File: config.mk
export PLATFORM = sky130hd
export DESIGN_NAME = led_light_priority_controller
export DESIGN_NICKNAME = d
export VERILOG_FILES = /design/src/rtl/llpc_pkg.sv /design/src/rtl/llpc_cdiv.sv /design/src/rtl/led_light_priority_controller.sv
export SDC_FILE = /design/constraint.sdc
export NUM_CORES = 2
export LEC_CHECK = 0
export ABC_AREA = 1
export BUFFER_PORTS_ARGS = -buffer_cell sky130_fd_sc_hd__clkbuf_2
export CAP_MARGIN = 20
export CELL_PAD_IN_SITES_DETAIL_PLACEMENT = 2
export CELL_PAD_IN_SITES_GLOBAL_PLACEMENT = 2
export CORE_ASPECT_RATIO = 0.5
export CORE_MARGIN = 4
export CORE_UTILIZATION = 35
export CTS_CLUSTER_SIZE = 20
export DETAILED_ROUTE_END_ITERATION = 10
export PLACE_DENSITY = 0.77
export SLEW_MARGIN = 10
export SYNTH_ARGS = -nofsm -noshare
export SYNTH_HDL_FRONTEND = slang
export SYNTH_SLANG_ARGS = --single-unit
File: constraint.sdc
create_clock -name clk -period 15.3 [get_ports clk]
set_input_delay 1.53 -clock clk [delete_from_list [all_inputs] [get_ports clk]]
set_output_delay 1.53 -clock clk [all_outputs]
set_load 0.005 [all_outputs]
File: src/rtl/llpc_pkg.sv
package llpc_pkg;

	// datapath word for products and quotients
	localparam int PROD_W = 20;
	localparam int DIV_A  = 255;

	localparam int NUM_SLOTS = 5;
	localparam int RAMP_LEN  = 8;
	localparam logic [6:0] PCT_FULL = 7'd100;

	localparam logic [2:0] TYPE_BATTERY   = 3'd2;
	localparam logic [2:0] TYPE_BACKLIGHT = 3'd3;
	localparam logic [2:0] TYPE_BUTTONS   = 3'd4;

	localparam logic [7:0] LUMA_WR = 8'd77;
	localparam logic [7:0] LUMA_WG = 8'd150;
	localparam logic [7:0] LUMA_WB = 8'd29;

	localparam logic [1:0] CH_R = 2'd0;
	localparam logic [1:0] CH_G = 2'd1;
	localparam logic [1:0] CH_B = 2'd2;

	localparam logic [1:0] CFG_STEP = 2'd0;
	localparam logic [1:0] CFG_LCD  = 2'd1;
	localparam logic [1:0] CFG_LED  = 2'd2;

	localparam logic [11:0] STEP_RST = 12'd50;
	localparam logic [11:0] LCD_RST  = 12'd4095;
	localparam logic [7:0]  LED_RST  = 8'd255;

	localparam int UA_W = 6;

	typedef enum logic [3:0] {
		TGT_LCD      = 4'd0,
		TGT_BUTTON   = 4'd1,
		TGT_BUTTON1  = 4'd2,
		TGT_BLINK    = 4'd3,
		TGT_START    = 4'd4,
		TGT_DUTY     = 4'd5,
		TGT_PAUSE_LO = 4'd6,
		TGT_PAUSE_HI = 4'd7,
		TGT_STEP     = 4'd8,
		TGT_WHITE    = 4'd9,
		TGT_UNSUP    = 4'd10
	} tgt_t;

	typedef enum logic [3:0] {
		OP_WAIT,
		OP_PICK,
		OP_MULA,
		OP_TAKEA,
		OP_MAC,
		OP_MULM,
		OP_TAKEW,
		OP_LDON,
		OP_STEP,
		OP_MULD,
		OP_EMIT
	} op_t;

	typedef enum logic [2:0] {
		V_ZERO,
		V_ONE,
		V_W,
		V_DUTY,
		V_OFF,
		V_PAUSE,
		V_STEP
	} vsrc_t;

	typedef enum logic [2:0] {
		C_NONE,
		C_UNSUP,
		C_GRP_BL,
		C_GRP_BTN,
		C_NOT_TIMED,
		C_MORE
	} cond_t;

	typedef struct packed {
		op_t             op;
		logic [1:0]      chan;
		tgt_t            tgt;
		vsrc_t           vsrc;
		logic            last;
		cond_t           cond;
		logic [UA_W-1:0] jaddr;
	} ucode_t;

	localparam logic [UA_W-1:0] A_DUTY  = 6'd27;
	localparam logic [UA_W-1:0] A_WHITE = 6'd35;
	localparam logic [UA_W-1:0] A_BL    = 6'd36;
	localparam logic [UA_W-1:0] A_BTN   = 6'd37;
	localparam logic [UA_W-1:0] A_ERR   = 6'd39;

	function automatic logic [6:0] ramp_pct(input logic [2:0] k);
		logic [6:0] p;
		case (k)
			3'd0: p = 7'd0;
			3'd1: p = 7'd12;
			3'd2: p = 7'd25;
			3'd3: p = 7'd37;
			3'd4: p = 7'd50;
			3'd5: p = 7'd72;
			3'd6: p = 7'd85;
			default: p = 7'd100;
		endcase
		return p;
	endfunction

	function automatic ucode_t uword(input op_t op, input logic [1:0] chan, input tgt_t tgt,
			input vsrc_t vsrc, input logic last, input cond_t cond,
			input logic [UA_W-1:0] jaddr);
		ucode_t w;
		w.op    = op;
		w.chan  = chan;
		w.tgt   = tgt;
		w.vsrc  = vsrc;
		w.last  = last;
		w.cond  = cond;
		w.jaddr = jaddr;
		return w;
	endfunction

	// control store
	function automatic ucode_t ucode_rom(input logic [UA_W-1:0] a);
		ucode_t w;
		w = uword(OP_WAIT, CH_R, TGT_LCD, V_ZERO, 1'b0, C_NONE, '0);
		case (a)
			6'd0:  w = uword(OP_PICK,  CH_R, TGT_LCD, V_ZERO, 1'b0, C_UNSUP, A_ERR);
			6'd1:  w = uword(OP_MULA,  CH_R, TGT_LCD, V_ZERO, 1'b0, C_NONE, '0);
			6'd4:  w = uword(OP_TAKEA, CH_R, TGT_LCD, V_ZERO, 1'b0, C_NONE, '0);
			6'd5:  w = uword(OP_MULA,  CH_G, TGT_LCD, V_ZERO, 1'b0, C_NONE, '0);
			6'd8:  w = uword(OP_TAKEA, CH_G, TGT_LCD, V_ZERO, 1'b0, C_NONE, '0);
			6'd9:  w = uword(OP_MULA,  CH_B, TGT_LCD, V_ZERO, 1'b0, C_NONE, '0);
			6'd12: w = uword(OP_TAKEA, CH_B, TGT_LCD, V_ZERO, 1'b0, C_NONE, '0);
			6'd13: w = uword(OP_MAC,   CH_R, TGT_LCD, V_ZERO, 1'b0, C_NONE, '0);
			6'd14: w = uword(OP_MAC,   CH_G, TGT_LCD, V_ZERO, 1'b0, C_NONE, '0);
			6'd15: w = uword(OP_MAC,   CH_B, TGT_LCD, V_ZERO, 1'b0, C_NONE, '0);
			6'd16: w = uword(OP_MULM,  CH_R, TGT_LCD, V_ZERO, 1'b0, C_NONE, '0);
			6'd19: w = uword(OP_TAKEW, CH_R, TGT_LCD, V_ZERO, 1'b0, C_GRP_BL, A_BL);
			6'd20: w = uword(OP_WAIT,  CH_R, TGT_LCD, V_ZERO, 1'b0, C_GRP_BTN, A_BTN);
			6'd21: w = uword(OP_EMIT, CH_R, TGT_BLINK, V_ZERO, 1'b0, C_NOT_TIMED, A_WHITE);
			6'd22: w = uword(OP_LDON,  CH_R, TGT_LCD, V_ZERO, 1'b0, C_NONE, '0);
			6'd25: w = uword(OP_STEP,  CH_R, TGT_LCD, V_ZERO, 1'b0, C_NONE, '0);
			6'd26: w = uword(OP_EMIT,  CH_R, TGT_START, V_ZERO, 1'b0, C_NONE, '0);
			6'd27: w = uword(OP_MULD,  CH_R, TGT_LCD, V_ZERO, 1'b0, C_NONE, '0);
			6'd30: w = uword(OP_EMIT,  CH_R, TGT_DUTY, V_DUTY, 1'b0, C_MORE, A_DUTY);
			6'd31: w = uword(OP_EMIT,  CH_R, TGT_PAUSE_LO, V_OFF, 1'b0, C_NONE, '0);
			6'd32: w = uword(OP_EMIT,  CH_R, TGT_PAUSE_HI, V_PAUSE, 1'b0, C_NONE, '0);
			6'd33: w = uword(OP_EMIT,  CH_R, TGT_STEP, V_STEP, 1'b0, C_NONE, '0);
			6'd34: w = uword(OP_EMIT,  CH_R, TGT_BLINK, V_ONE, 1'b1, C_NONE, '0);
			6'd35: w = uword(OP_EMIT,  CH_R, TGT_WHITE, V_W, 1'b1, C_NONE, '0);
			6'd36: w = uword(OP_EMIT,  CH_R, TGT_LCD, V_W, 1'b1, C_NONE, '0);
			6'd37: w = uword(OP_EMIT,  CH_R, TGT_BUTTON, V_W, 1'b0, C_NONE, '0);
			6'd38: w = uword(OP_EMIT,  CH_R, TGT_BUTTON1, V_W, 1'b1, C_NONE, '0);
			6'd39: w = uword(OP_EMIT,  CH_R, TGT_UNSUP, V_ZERO, 1'b1, C_NONE, '0);
			default: ;
		endcase
		return w;
	endfunction

endpackage

File: src/rtl/llpc_cdiv.sv
// Two-stage divide by a constant: reciprocal estimate, then one correction.
module llpc_cdiv
	import llpc_pkg::*;
#(
	parameter int DIV_B = 16
) (
	input  logic              clk,
	input  logic [PROD_W-1:0] x,
	input  logic              sel_b,
	output logic [PROD_W-1:0] q
);

	localparam int PW2 = 2 * PROD_W;
	localparam logic [PROD_W-1:0] RECIP_A = PROD_W'((1 << PROD_W) / DIV_A);
	localparam logic [PROD_W-1:0] RECIP_B = PROD_W'((1 << PROD_W) / DIV_B);

	logic [PW2-1:0]    prod;
	logic [PROD_W-1:0] x_s1, est_s1, back, rem, dv;
	logic              sel_s1;
	logic [PROD_W-1:0] q_s2;

	// estimate never exceeds the quotient and trails it by at most one
	assign prod = PW2'(x) * PW2'(sel_b ? RECIP_B : RECIP_A);
	assign dv   = sel_s1 ? PROD_W'(DIV_B) : PROD_W'(DIV_A);
	assign back = sel_s1 ? est_s1 * PROD_W'(DIV_B) : est_s1 * PROD_W'(DIV_A);
	assign rem  = x_s1 - back;

	always_ff @(posedge clk) begin
		x_s1   <= x;
		sel_s1 <= sel_b;
		est_s1 <= prod[PW2-1:PROD_W];
		q_s2   <= (rem >= dv) ? est_s1 + 1'b1 : est_s1;
	end

	assign q = q_s2;

endmodule

File: src/rtl/led_light_priority_controller.sv
// Light request controller. Each input beat is one light request: the type on s_axis_tuser,
// and ARGB color, timed-flash flag and on/off times on s_axis_tdata. The request is cached
// in the slot of its type (attention, notifications and battery share the white LED, in
// that priority; backlight and buttons stand alone), the first lit slot of its group is
// chosen, its alpha-scaled luma is scaled to the group's full-scale register, and the LED
// register writes come out as beats on m_axis, tuser naming the target register and tlast
// marking the final write of the request. A short microprogram steps a datapath with a
// multiplier shared by the scaling steps and a two-stage divide-by-constant unit; each waits on
// that pair for its quotient. The next request is taken as soon as the last write sits in
// the output register. Registers sit on the APB port at 0x0 (default ramp step ms), 0x4
// (backlight full scale) and 0x8 (LED full scale).
module led_light_priority_controller
	import llpc_pkg::*;
#(
	parameter int NUM_RAMP_STEPS = 8
) (
	input  logic        clk,
	input  logic        arst_n,
	// request beat
	input  logic        s_axis_tvalid,
	output logic        s_axis_tready,
	// [31:0] argb_color, [32] timed_flash, [48:33] on_time_ms, [64:49] off_time_ms
	input  logic [71:0] s_axis_tdata,
	// [2:0] light_type
	input  logic [2:0]  s_axis_tuser,
	// register write beat
	output logic        m_axis_tvalid,
	input  logic        m_axis_tready,
	// [15:0] write_value, [18:16] duty_index
	output logic [23:0] m_axis_tdata,
	// [3:0] target_reg
	output logic [3:0]  m_axis_tuser,
	output logic        m_axis_tlast,
	// configuration
	input  logic        psel,
	input  logic        penable,
	input  logic        pwrite,
	input  logic [3:0]  paddr,
	input  logic [31:0] pwdata,
	output logic [31:0] prdata,
	output logic        pready
);

	localparam int TWO_N = 2 * NUM_RAMP_STEPS;
	localparam int IW    = $clog2(NUM_RAMP_STEPS);
	localparam logic [IW-1:0] I_LAST = IW'(NUM_RAMP_STEPS - 1);

	// configuration registers
	logic [11:0] step_def_q, lcd_max_q;
	logic [7:0]  led_max_q;
	logic        cfg_wr;

	// request fields
	logic        in_acc;
	logic [2:0]  in_type;
	logic [31:0] in_argb;
	logic        in_timed;
	logic [15:0] in_on, in_off;

	// slot cache
	logic [31:0] slot_color_q [NUM_SLOTS];
	logic        slot_timed_q [NUM_SLOTS];
	logic [15:0] slot_on_q    [NUM_SLOTS];
	logic [15:0] slot_off_q   [NUM_SLOTS];

	// sequencer
	logic [UA_W-1:0] pc_q;
	logic            busy_q;
	logic [IW-1:0]   i_q;
	ucode_t          uw;
	logic            is_emit, out_free, advance, emit_go, jump;

	// datapath
	logic [2:0]        type_q;
	logic [31:0]       color_q;
	logic              timed_q;
	logic [15:0]       on_q, off_q;
	logic [7:0]        ch_q [3];
	logic [PROD_W-1:0] prod_q;
	logic              dsel_q;
	logic [15:0]       acc_q;
	logic [11:0]       w_q;
	logic [15:0]       step_q, pause_q;
	logic [PROD_W-1:0] q_w;
	logic [2:0]        pick;
	logic              grp_bl, grp_btn, unsup;
	logic [7:0]        alpha, raw_sel, ch_sel, coef;
	logic [7:0]        luma;
	logic [11:0]       max_sel;
	logic [6:0]        pct;
	logic [17:0]       ramp_total;
	logic [15:0]       emit_val;

	// output register
	logic        out_valid_q;
	logic [3:0]  out_tgt_q;
	logic [15:0] out_val_q;
	logic [2:0]  out_idx_q;
	logic        out_last_q;

	// ---------------------------------------------------------------- configuration
	assign pready = 1'b1;
	assign cfg_wr = psel & penable & pwrite & pready;

	always_ff @(posedge clk or negedge arst_n) begin
		if (!arst_n) begin
			step_def_q <= STEP_RST;
			lcd_max_q  <= LCD_RST;
			led_max_q  <= LED_RST;
		end else if (cfg_wr) begin
			unique case (paddr[3:2])
				CFG_STEP: step_def_q <= pwdata[11:0];
				CFG_LCD:  lcd_max_q  <= pwdata[11:0];
				CFG_LED:  led_max_q  <= pwdata[7:0];
				default: ;
			endcase
		end
	end

	always_comb begin
		unique case (paddr[3:2])
			CFG_STEP: prdata = 32'(step_def_q);
			CFG_LCD:  prdata = 32'(lcd_max_q);
			CFG_LED:  prdata = 32'(led_max_q);
			default:  prdata = '0;
		endcase
	end

	// ---------------------------------------------------------------- request intake
	assign s_axis_tready = !busy_q;
	assign in_acc   = s_axis_tvalid & s_axis_tready;
	assign in_type  = s_axis_tuser;
	assign in_argb  = s_axis_tdata[31:0];
	assign in_timed = s_axis_tdata[32];
	assign in_on    = s_axis_tdata[48:33];
	assign in_off   = s_axis_tdata[64:49];

	// cache the request in its own slot; unsupported types leave the cache alone
	always_ff @(posedge clk or negedge arst_n) begin
		if (!arst_n) begin
			for (int s = 0; s < NUM_SLOTS; s++) begin
				slot_color_q[s] <= '0;
				slot_timed_q[s] <= 1'b0;
				slot_on_q[s]    <= '0;
				slot_off_q[s]   <= '0;
			end
		end else if (in_acc && in_type < 3'(NUM_SLOTS)) begin
			slot_color_q[in_type] <= in_argb;
			slot_timed_q[in_type] <= in_timed;
			slot_on_q[in_type]    <= in_on;
			slot_off_q[in_type]   <= in_off;
		end
	end

	// ---------------------------------------------------------------- decode helpers
	assign grp_bl  = (type_q == TYPE_BACKLIGHT);
	assign grp_btn = (type_q == TYPE_BUTTONS);
	assign unsup   = (type_q > TYPE_BUTTONS);

	// white group shows its first lit slot, else the request itself
	always_comb begin
		pick = unsup ? 3'd0 : type_q;
		if (type_q <= TYPE_BATTERY) begin
			for (int s = 2; s >= 0; s--) begin
				if (slot_color_q[s][23:0] != 24'd0)
					pick = 3'(s);
			end
		end
	end

	assign alpha = color_q[31:24];

	always_comb begin
		case (uw.chan)
			CH_R: begin
				raw_sel = color_q[23:16];
				ch_sel  = ch_q[0];
				coef    = LUMA_WR;
			end
			CH_G: begin
				raw_sel = color_q[15:8];
				ch_sel  = ch_q[1];
				coef    = LUMA_WG;
			end
			default: begin
				raw_sel = color_q[7:0];
				ch_sel  = ch_q[2];
				coef    = LUMA_WB;
			end
		endcase
	end

	assign luma       = acc_q[15:8];
	assign max_sel    = grp_bl ? lcd_max_q : 12'(led_max_q);
	assign pct        = (i_q < RAMP_LEN) ? ramp_pct(3'(i_q)) : PCT_FULL;
	assign ramp_total = 18'(step_def_q) * 18'(TWO_N);

	// ---------------------------------------------------------------- divide unit
	llpc_cdiv #(
		.DIV_B(TWO_N)
	) u_cdiv (
		.clk  (clk),
		.x    (prod_q),
		.sel_b(dsel_q),
		.q    (q_w)
	);

	// ---------------------------------------------------------------- sequencer
	assign uw       = ucode_rom(pc_q);
	assign is_emit  = (uw.op == OP_EMIT);
	assign out_free = !out_valid_q || m_axis_tready;
	// an emit step holds until the output register can take the beat
	assign advance  = busy_q && (!is_emit || out_free);
	assign emit_go  = advance && is_emit;

	always_comb begin
		case (uw.cond)
			C_UNSUP:     jump = unsup;
			C_GRP_BL:    jump = grp_bl;
			C_GRP_BTN:   jump = grp_btn;
			C_NOT_TIMED: jump = !timed_q;
			C_MORE:      jump = (i_q != I_LAST);
			default:     jump = 1'b0;
		endcase
	end

	always_ff @(posedge clk or negedge arst_n) begin
		if (!arst_n) begin
			busy_q      <= 1'b0;
			pc_q        <= '0;
			i_q         <= '0;
			out_valid_q <= 1'b0;
		end else begin
			if (in_acc) begin
				busy_q <= 1'b1;
				pc_q   <= '0;
				i_q    <= '0;
			end else if (advance) begin
				if (emit_go && uw.last) begin
					busy_q <= 1'b0;
					pc_q   <= '0;
				end else if (jump) begin
					pc_q <= uw.jaddr;
				end else begin
					pc_q <= pc_q + 1'b1;
				end
				if (emit_go && uw.vsrc == V_DUTY)
					i_q <= i_q + 1'b1;
			end
			if (emit_go)
				out_valid_q <= 1'b1;
			else if (m_axis_tready)
				out_valid_q <= 1'b0;
		end
	end

	// ---------------------------------------------------------------- datapath
	always_ff @(posedge clk) begin
		if (in_acc)
			type_q <= in_type;
		if (busy_q) begin
			case (uw.op)
				OP_PICK: begin
					color_q <= slot_color_q[pick];
					timed_q <= slot_timed_q[pick];
					on_q    <= slot_on_q[pick];
					off_q   <= slot_off_q[pick];
				end
				OP_MULA: begin
					prod_q <= PROD_W'(raw_sel) * PROD_W'(alpha);
					dsel_q <= 1'b0;
				end
				OP_TAKEA: begin
					case (uw.chan)
						CH_R:    ch_q[0] <= 8'(q_w);
						CH_G:    ch_q[1] <= 8'(q_w);
						default: ch_q[2] <= 8'(q_w);
					endcase
				end
				OP_MAC: begin
					acc_q <= ((uw.chan == CH_R) ? 16'd0 : acc_q) + 16'(coef) * 16'(ch_sel);
				end
				OP_MULM: begin
					prod_q <= PROD_W'(luma) * PROD_W'(max_sel);
					dsel_q <= 1'b0;
				end
				OP_TAKEW: w_q <= 12'(q_w);
				OP_LDON: begin
					prod_q <= PROD_W'(on_q);
					dsel_q <= 1'b1;
				end
				OP_STEP: begin
					// short on-time: shrink the step, drop the pause at full brightness
					if (18'(on_q) < ramp_total) begin
						step_q  <= 16'(q_w);
						pause_q <= '0;
					end else begin
						step_q  <= 16'(step_def_q);
						pause_q <= 16'(18'(on_q) - ramp_total);
					end
				end
				OP_MULD: begin
					prod_q <= PROD_W'(pct) * PROD_W'(w_q);
					dsel_q <= 1'b0;
				end
				default: ;
			endcase
		end
	end

	// ---------------------------------------------------------------- output beat
	always_comb begin
		case (uw.vsrc)
			V_ONE:   emit_val = 16'd1;
			V_W:     emit_val = 16'(w_q);
			V_DUTY:  emit_val = 16'(q_w);
			V_OFF:   emit_val = off_q;
			V_PAUSE: emit_val = pause_q;
			V_STEP:  emit_val = step_q;
			default: emit_val = '0;
		endcase
	end

	always_ff @(posedge clk) begin
		if (emit_go) begin
			out_tgt_q  <= uw.tgt;
			out_val_q  <= emit_val;
			out_idx_q  <= (uw.vsrc == V_DUTY) ? 3'(i_q) : 3'd0;
			out_last_q <= uw.last;
		end
	end

	assign m_axis_tvalid = out_valid_q;
	assign m_axis_tdata  = {5'd0, out_idx_q, out_val_q};
	assign m_axis_tuser  = out_tgt_q;
	assign m_axis_tlast  = out_last_q;

endmodule

### Word-level counts from Yosys, hierarchy flattened

Memory sizes are Yosys's and may differ from the RTL's.
Index checks and enable logic that the tools add are counted.

| cells by class | value |
|---|---|
| $add $sub $neg | 6 |
| $mul | 6 |
| $lt $le $gt $ge | 8 |
| eq/ne operators | 60 |
| multiplexer cells | 74 |
| bitwise gates (word level) | 5 |
| reductions and logical operators | 40 |

Operators with widths:

| operator | number |
|---|---|
| 23-bit case mux with 28 select lines | 1 |
| 160-bit bitwise mux | 1 |
| 80-bit bitwise mux | 2 |
| 16-bit two-way mux | 7 |
| 16-bit binary-select mux with 3-bit select | 2 |
| 32-bit binary-select mux with 3-bit select | 1 |
| 32-bit demux with 3-bit select | 1 |
| 32-bit two-way mux | 3 |
| 16-bit case mux with 6 select lines | 1 |
| 20-bit case mux with 4 select lines | 1 |
| 24-bit nonzero test | 3 |
| 6-bit by 5-bit == test with 1-bit output, second input constant | 10 |
| 7-bit case mux with 7 select lines | 1 |
| 16-bit demux with 3-bit select | 1 |
| 6-bit == test, second input constant | 8 |
| 8-bit case mux with 2 select lines | 3 |
| 20-bit by 40-bit multiplier with 40-bit output | 1 |
| 6-bit by 4-bit == test with 1-bit output, second input constant | 6 |
| 12-bit case mux with 3 select lines | 1 |
| 8-bit by 8-bit multiplier with 16-bit output | 2 |
| 3-bit == test, second input constant | 9 |
| 12-bit two-way mux | 2 |
| 3-bit two-way mux | 8 |
| 6-bit two-way mux | 4 |
| 51 further kinds | 120 |

| word-level totals | value |
|---|---|
| register bits after elaboration | 598 |
| memory bits (writable) | 24 |
| input port bits | 118 |
| output and inout port bits | 64 |
| word-level logic and storage cells | 247 |
| memories | 1 |

Memories:

| name | depth | bits a word | read ports | clocked after memory_dff | write ports | line | RTL |
|---|---|---|---|---|---|---|---|
| ch_q | 3 | 8 | 3 | 0 | 1 | led_light_priority_controller.sv:78 | `logic [7:0] ch_q [3];` |

### Logic depth before layout (Yosys ltp)

| depth | value |
|---|---|
| word-level depth | 11 |
| mapped depth | 37 |
| gate-level depth less buffers | 37 |

### Cells and area by module

Synthesis repeated with hierarchy kept, for this count alone.

| unflattened totals | value |
|---|---|
| cell total of the unflattened synthesis | 5615 |
| area, all modules | 45621.3 um^2 |

By module, submodules not included:

| module | times used | cells each | area each (um^2) | sequential area each (um^2) |
|---|---|---|---|---|
| led_light_priority_controller | 1 | 4445 | 36946.7 | 15153.3 |
| llpc_cdiv | 1 | 1170 | 8674.6 | 1121.1 |

### Worst setup path before layout

Ideal clock, no wire load.

| timing path | value |
|---|---|
| path kind | register to register |
| start point | register u_cdiv.est_s1[5] |
| end point | register u_cdiv.q_s2[4], in the netlist u_cdiv.q[4] |
| library setup time | 0.127 ns |
| data arrival time | 6.007 ns |
| required time | 15.173 ns |
| slack | 9.166 ns |
| cell stages (with the launch flop) | 34 |
| buffers on the path | 1 |
| period minus slack after synthesis | 6.134 ns |
| cells stage by stage | dfxtp_1 -> inv_1 -> fa_1 -> inv_1 -> fa_1 -> fa_1 -> inv_1 -> fa_1 -> inv_1 -> ha_1 -> nand2_1 -> nor2_1 -> nand2_1 -> nand2_1 -> a21oi_1 -> o21ai_0 -> a31oi_1 -> or2_2 -> nand3_1 -> o21ai_0 -> ha_1 -> nand2_1 -> nor3_1 -> nand3_1 -> nand3_1 -> nand2_1 -> nand2_1 -> inv_1 -> nand3_1 -> nand2_1 -> nand3_1 -> buf_2 -> nand2_1 -> xor2_1 |

| between the ends | value |
|---|---|
| word-level cells in the longest chain between the ends | 5 |

Ends and longest elaborated chain:

| element | line | RTL |
|---|---|---|
| from (decl) | llpc_cdiv.sv:18 | `logic [PROD_W-1:0] x_s1, est_s1, back, rem, dv;` |
| from (signal assigned) | llpc_cdiv.sv:31 | `est_s1 <= prod[PW2-1:PROD_W];` |
| 20-bit by 8-bit multiplier with 20-bit output | llpc_cdiv.sv:25 | `assign back = sel_s1 ? est_s1 * PROD_W'(DIV_B) : est_s1 * PROD_W'(DIV_A);` |
| 20-bit two-way mux * | llpc_cdiv.sv:25 |  |
| 20-bit subtractor * | llpc_cdiv.sv:26 | `assign rem = x_s1 - back;` |
| 20-bit greater-or-equal comparator * | llpc_cdiv.sv:32 | `q_s2 <= (rem >= dv) ? est_s1 + 1'b1 : est_s1;` |
| 16-bit two-way mux * | llpc_cdiv.sv:32 |  |
| to (signal assigned) | llpc_cdiv.sv:32 |  |
| to (decl) | llpc_cdiv.sv:20 | `logic [PROD_W-1:0] q_s2;` |

Mark *: on every way between the ends. The rest lies on a longest branch, timed or not.
A chain may end at the register's enable or synchronous reset.

### Final worst setup path

| timing path | value |
|---|---|
| start point | register u_cdiv.est_s1[5] |
| end point | register u_cdiv.q_s2[13], in the netlist u_cdiv.q[13] |

| between the ends | value |
|---|---|
| word-level cells in the longest chain between the ends | 5 |
| elaborated cells on any way between the ends | 6 |
| classes of those cells | 2 x add/sub; 1 x mul; 1 x order compare; 2 x mux |

Ends and longest elaborated chain:

| element | line |
|---|---|
| 20-bit by 8-bit multiplier with 20-bit output | llpc_cdiv.sv:25 |
| 20-bit two-way mux | llpc_cdiv.sv:25 |
| 20-bit subtractor | llpc_cdiv.sv:26 |
| 20-bit greater-or-equal comparator | llpc_cdiv.sv:32 |
| 16-bit two-way mux * | llpc_cdiv.sv:32 |

Marked as above.

==> out/summary.log <==
qor: outcome.status finished, final reports clean
qor: synthesis.synth_area_leader_cell dfrtp_1
qor: layout.fin_nets 5922
qor: critical_path.critical_path.endpoint_type register
qor: synthesis.top_area_cells_in_the_synthesized_netlist dfrtp_1 (20%), edfxtp_1 (14%), fa_1 (12%), nand2_1 (10%), ha_1 (9.7%)
qor: detailed_routing.routed_wl 152300 um
qor: run.maxCapViolations 0
qor: synthesis.synth.yosys.seq_area_share 0.3768
qor: detailed_routing.drc 0
qor: detailed_routing.vias 35920
qor: synthesis.synthDistinctLibCells 58
qor: layout.layout.cell_area.non_filler 47630 um^2
qor: synthesis.yosysWarnings 0
qor: floorplanning.core_area 121500 um^2
qor: sta.slew_violations 0
qor: sta.fin_skew 38.79 ps
qor: placed_design.postPlaceCellArea 45370 um^2
qor: synthesis.synthCells 5135
qor: synthesis.ys_seq_elements 620
qor: clock_tree.postCtsSetupBuffers 0
qor: detailed_routing.drt-vias-per-instance 5.228
qor: placed_design.place_hpwl 113400 um
qor: layout.share_of_post_route_cells_with_drive_strength_above_1 0.07093
qor: floorplanning.die_w 504.5 um
qor: min_path.hold_path.class register to register
qor: detailed_routing.drtAntennaViolNets 0
qor: clock_tree.total_of_cells_resized_after_clock_tree_synthesis 0
qor: placed_design.detailedPlace.worstSlack 7077 ps
qor: synthesis.count_of_flip_flops_with_a_built_in_enable_after_synthesis 197
qor: floorplanning.die_area 129300 um^2
qor: synthesis.synth_top_cells_by_count nand2_1 (1150), inv_1 (787), o21ai_0 (498)
qor: floorplanning.io_pins 182
qor: grt.grt_pass1_vias 41170
qor: synthesis.post_synth.cell_area_avg 8.401 um^2
qor: layout.syn2layout_area_growth 10.42%
qor: critical_path.worst-path-max-fanout 16
qor: sta.grt_setup_unrepaired false
qor: sta.worst_pin_slew 1076 ps
qor: sta.worst_hold_slack 399.8 ps
qor: synthesis.synthFlopType dfrtp_1
qor: clock_tree.numClockSinks 620
qor: critical_path.timing.critical_path.required 15900 ps
qor: sta.hold_violations 0
qor: clock_tree.ctsLongestPathBuffers 3
qor: detailed_routing.routed_wire_length_per_instance 22.16 um
qor: floorplanning.initial_util 0.3550
qor: synthesis.netlist_area 43140 um^2
qor: synthesis.synth-async-reset-ratio 0.5935
qor: sta.timing.setup.tns 0 ps
qor: placed_design.place_congestion 0.8588
qor: floorplanning.chipHeight 256.3 um
qor: critical_path.critPathKind register to register
qor: detailed_routing.detailedRoute.firstPassIterationCount 5
qor: clock_tree.cts.reportedPaths.clkPinSlew 70 ps
qor: sta.maximum_frequency_from_static_timing_analysis 123.7 MHz
qor: grt.grt_antenna_before_repair 2
qor: grt.groute.usage.overall 0.2344
qor: critical_path.type_of_origin_of_the_critical_path register
qor: clock_tree.clkLatencyLatePin 690 ps
qor: sta.report.final.setup_viol 0
qor: critical_path.cp.arrival 8680 ps
qor: sta.timing.final.ws_setup 7219 ps
qor: sta.finalCritPeriodShare 0.5282
qor: layout.fillers 13590
qor: detailed_routing.detailedRoute.firstIterationViolations 1925
qor: sta.max_slew_margin 0.2749
qor: grt.grt_max_degree 166
qor: clock_tree.ctsHoldBuffers 0
qor: synthesis.post-synth-top-count-cell nand2_1
qor: sta.period_needed 8081 ps
qor: clock_tree.cts_tree done
qor: clock_tree.cts_htree_levels 3
qor: critical_path.slowest_stage nand3_1
qor: critical_path.critPathMaxStageDelay 620 ps
qor: grt.wire_length_of_the_first_global_routing_pass 238800 um
qor: grt.globalRouteOverflowTotal 0
qor: critical_path.critical_path.most_common_cell nand2_1
qor: placed_design.io_buffers 126
qor: floorplanning.rows 90
qor: clock_tree.tritoncts.num_buffers 68
qor: synthesis.synth_top_area_share 0.2001
qor: clock_tree.cts-root-buf clkbuf_16
[through the flow]
step                std cells  utilization
finish                   6870       0.3920
global route             6869       0.3920
CTS                      6869       0.3920
detailed placement       6743       0.3734
global placement         6739       0.3733
floorplan                5175            -
[cell families after synthesis]
group,share of synthesized area
and+or+nand+nor,0.1747
buffers and inverters,0.09174
AOI/OAI and AO/OA,0.1202
DFF,0.3768
adders and majority gates,0.2206
xor gates and xnor gates,0.01584
other,0.0001741
[critical path, delay by kind of cell (launching register included)]
| kind | cells | cell delay [ps] |
|---|---|---|
| adder cells (fa/ha/maj) | 6 | 3030 |
| AND/OR/NAND/NOR | 18 | 2880 |
| AO/OA/AOI/OAI | 6 | 1020 |
| flip-flops | 1 | 580 |
| buffers and inverters | 5 | 480 |
[sequential cells by signal, summed over array words and instances, names as in the netlist, 18 cells and up]
name and cells:
slot_color_q 160, slot_off_q 80, slot_on_q 80, color_q 32
ch_q 24, prod_q 20, u_cdiv.x_s1 20, u_cdiv.est_s1 18
[cell usage in the layout, fill, tap and decap left out, types with 23 or more instances in the layout]
master     netlist  final
fa_1           266    266
nand2_1       1150   1144
nand4_1         31     31
clkbuf_2         1    125
inv_1          787    784
dfstp_2         23     23
conb_1           2     42
ha_1           335    335
o22ai_1         92     92
clkbuf_16        0     69
o21ai_0        498    498
a21oi_1        202    202
dfxtp_1         55     55
or2_2           26     26
buf_4           31     26
inv_2           22     23
dfrtp_1        345    345
clkbuf_1       135     25
nand3_1        109    107
o21ai_1         38     38
xor2_1          57     57
nor2_1         494    492
edfxtp_1       197    197
[area by class of cell]
cell class	instances	area [um^2]	area share
diodes	1	2.502	0.00005253
well taps	1610	2014	0.04229
inverters	817	3069	0.06443
clock inverters	20	271.5	0.005700
flip-flops and latches	620	16250	0.3412
repair buffers	156	870.8	0.01828
clock buffers	106	1986	0.04169
multi-input cells	3540	23170	0.4863
[final timing paths]
| check | start | cells after the start | endpoint | slack, ps |
|---|---|---|---|---|
| min | prod_q[10] | 0 | u_cdiv.x_s1[10] | 400 |
| max reg2reg | u_cdiv.est_s1[5] | 35 | u_cdiv.q[13] | 7220 |
| max | u_cdiv.est_s1[5] | 35 | u_cdiv.q[13] | 7220 |
| min in group asynchronous | arst_n | 1 | slot_on_q[72] | 850 |
| min reg2reg | prod_q[10] | 0 | u_cdiv.x_s1[10] | 400 |
| max in group asynchronous | arst_n | 3 | slot_color_q[153] | 12220 |
[routing by layer]
metal	routed length, um	track usage	vias up
li1	-	-	16520
met1	66380	0.2965	18700
met2	77060	0.4217	492
met3	3995	0.02413	206
met4	4824	0.07208	0
met5	0	0	-
Power is left out: the tool's default activity adds up to more than one toggle a clock period on the data nets, which glitch-free logic cannot reach.
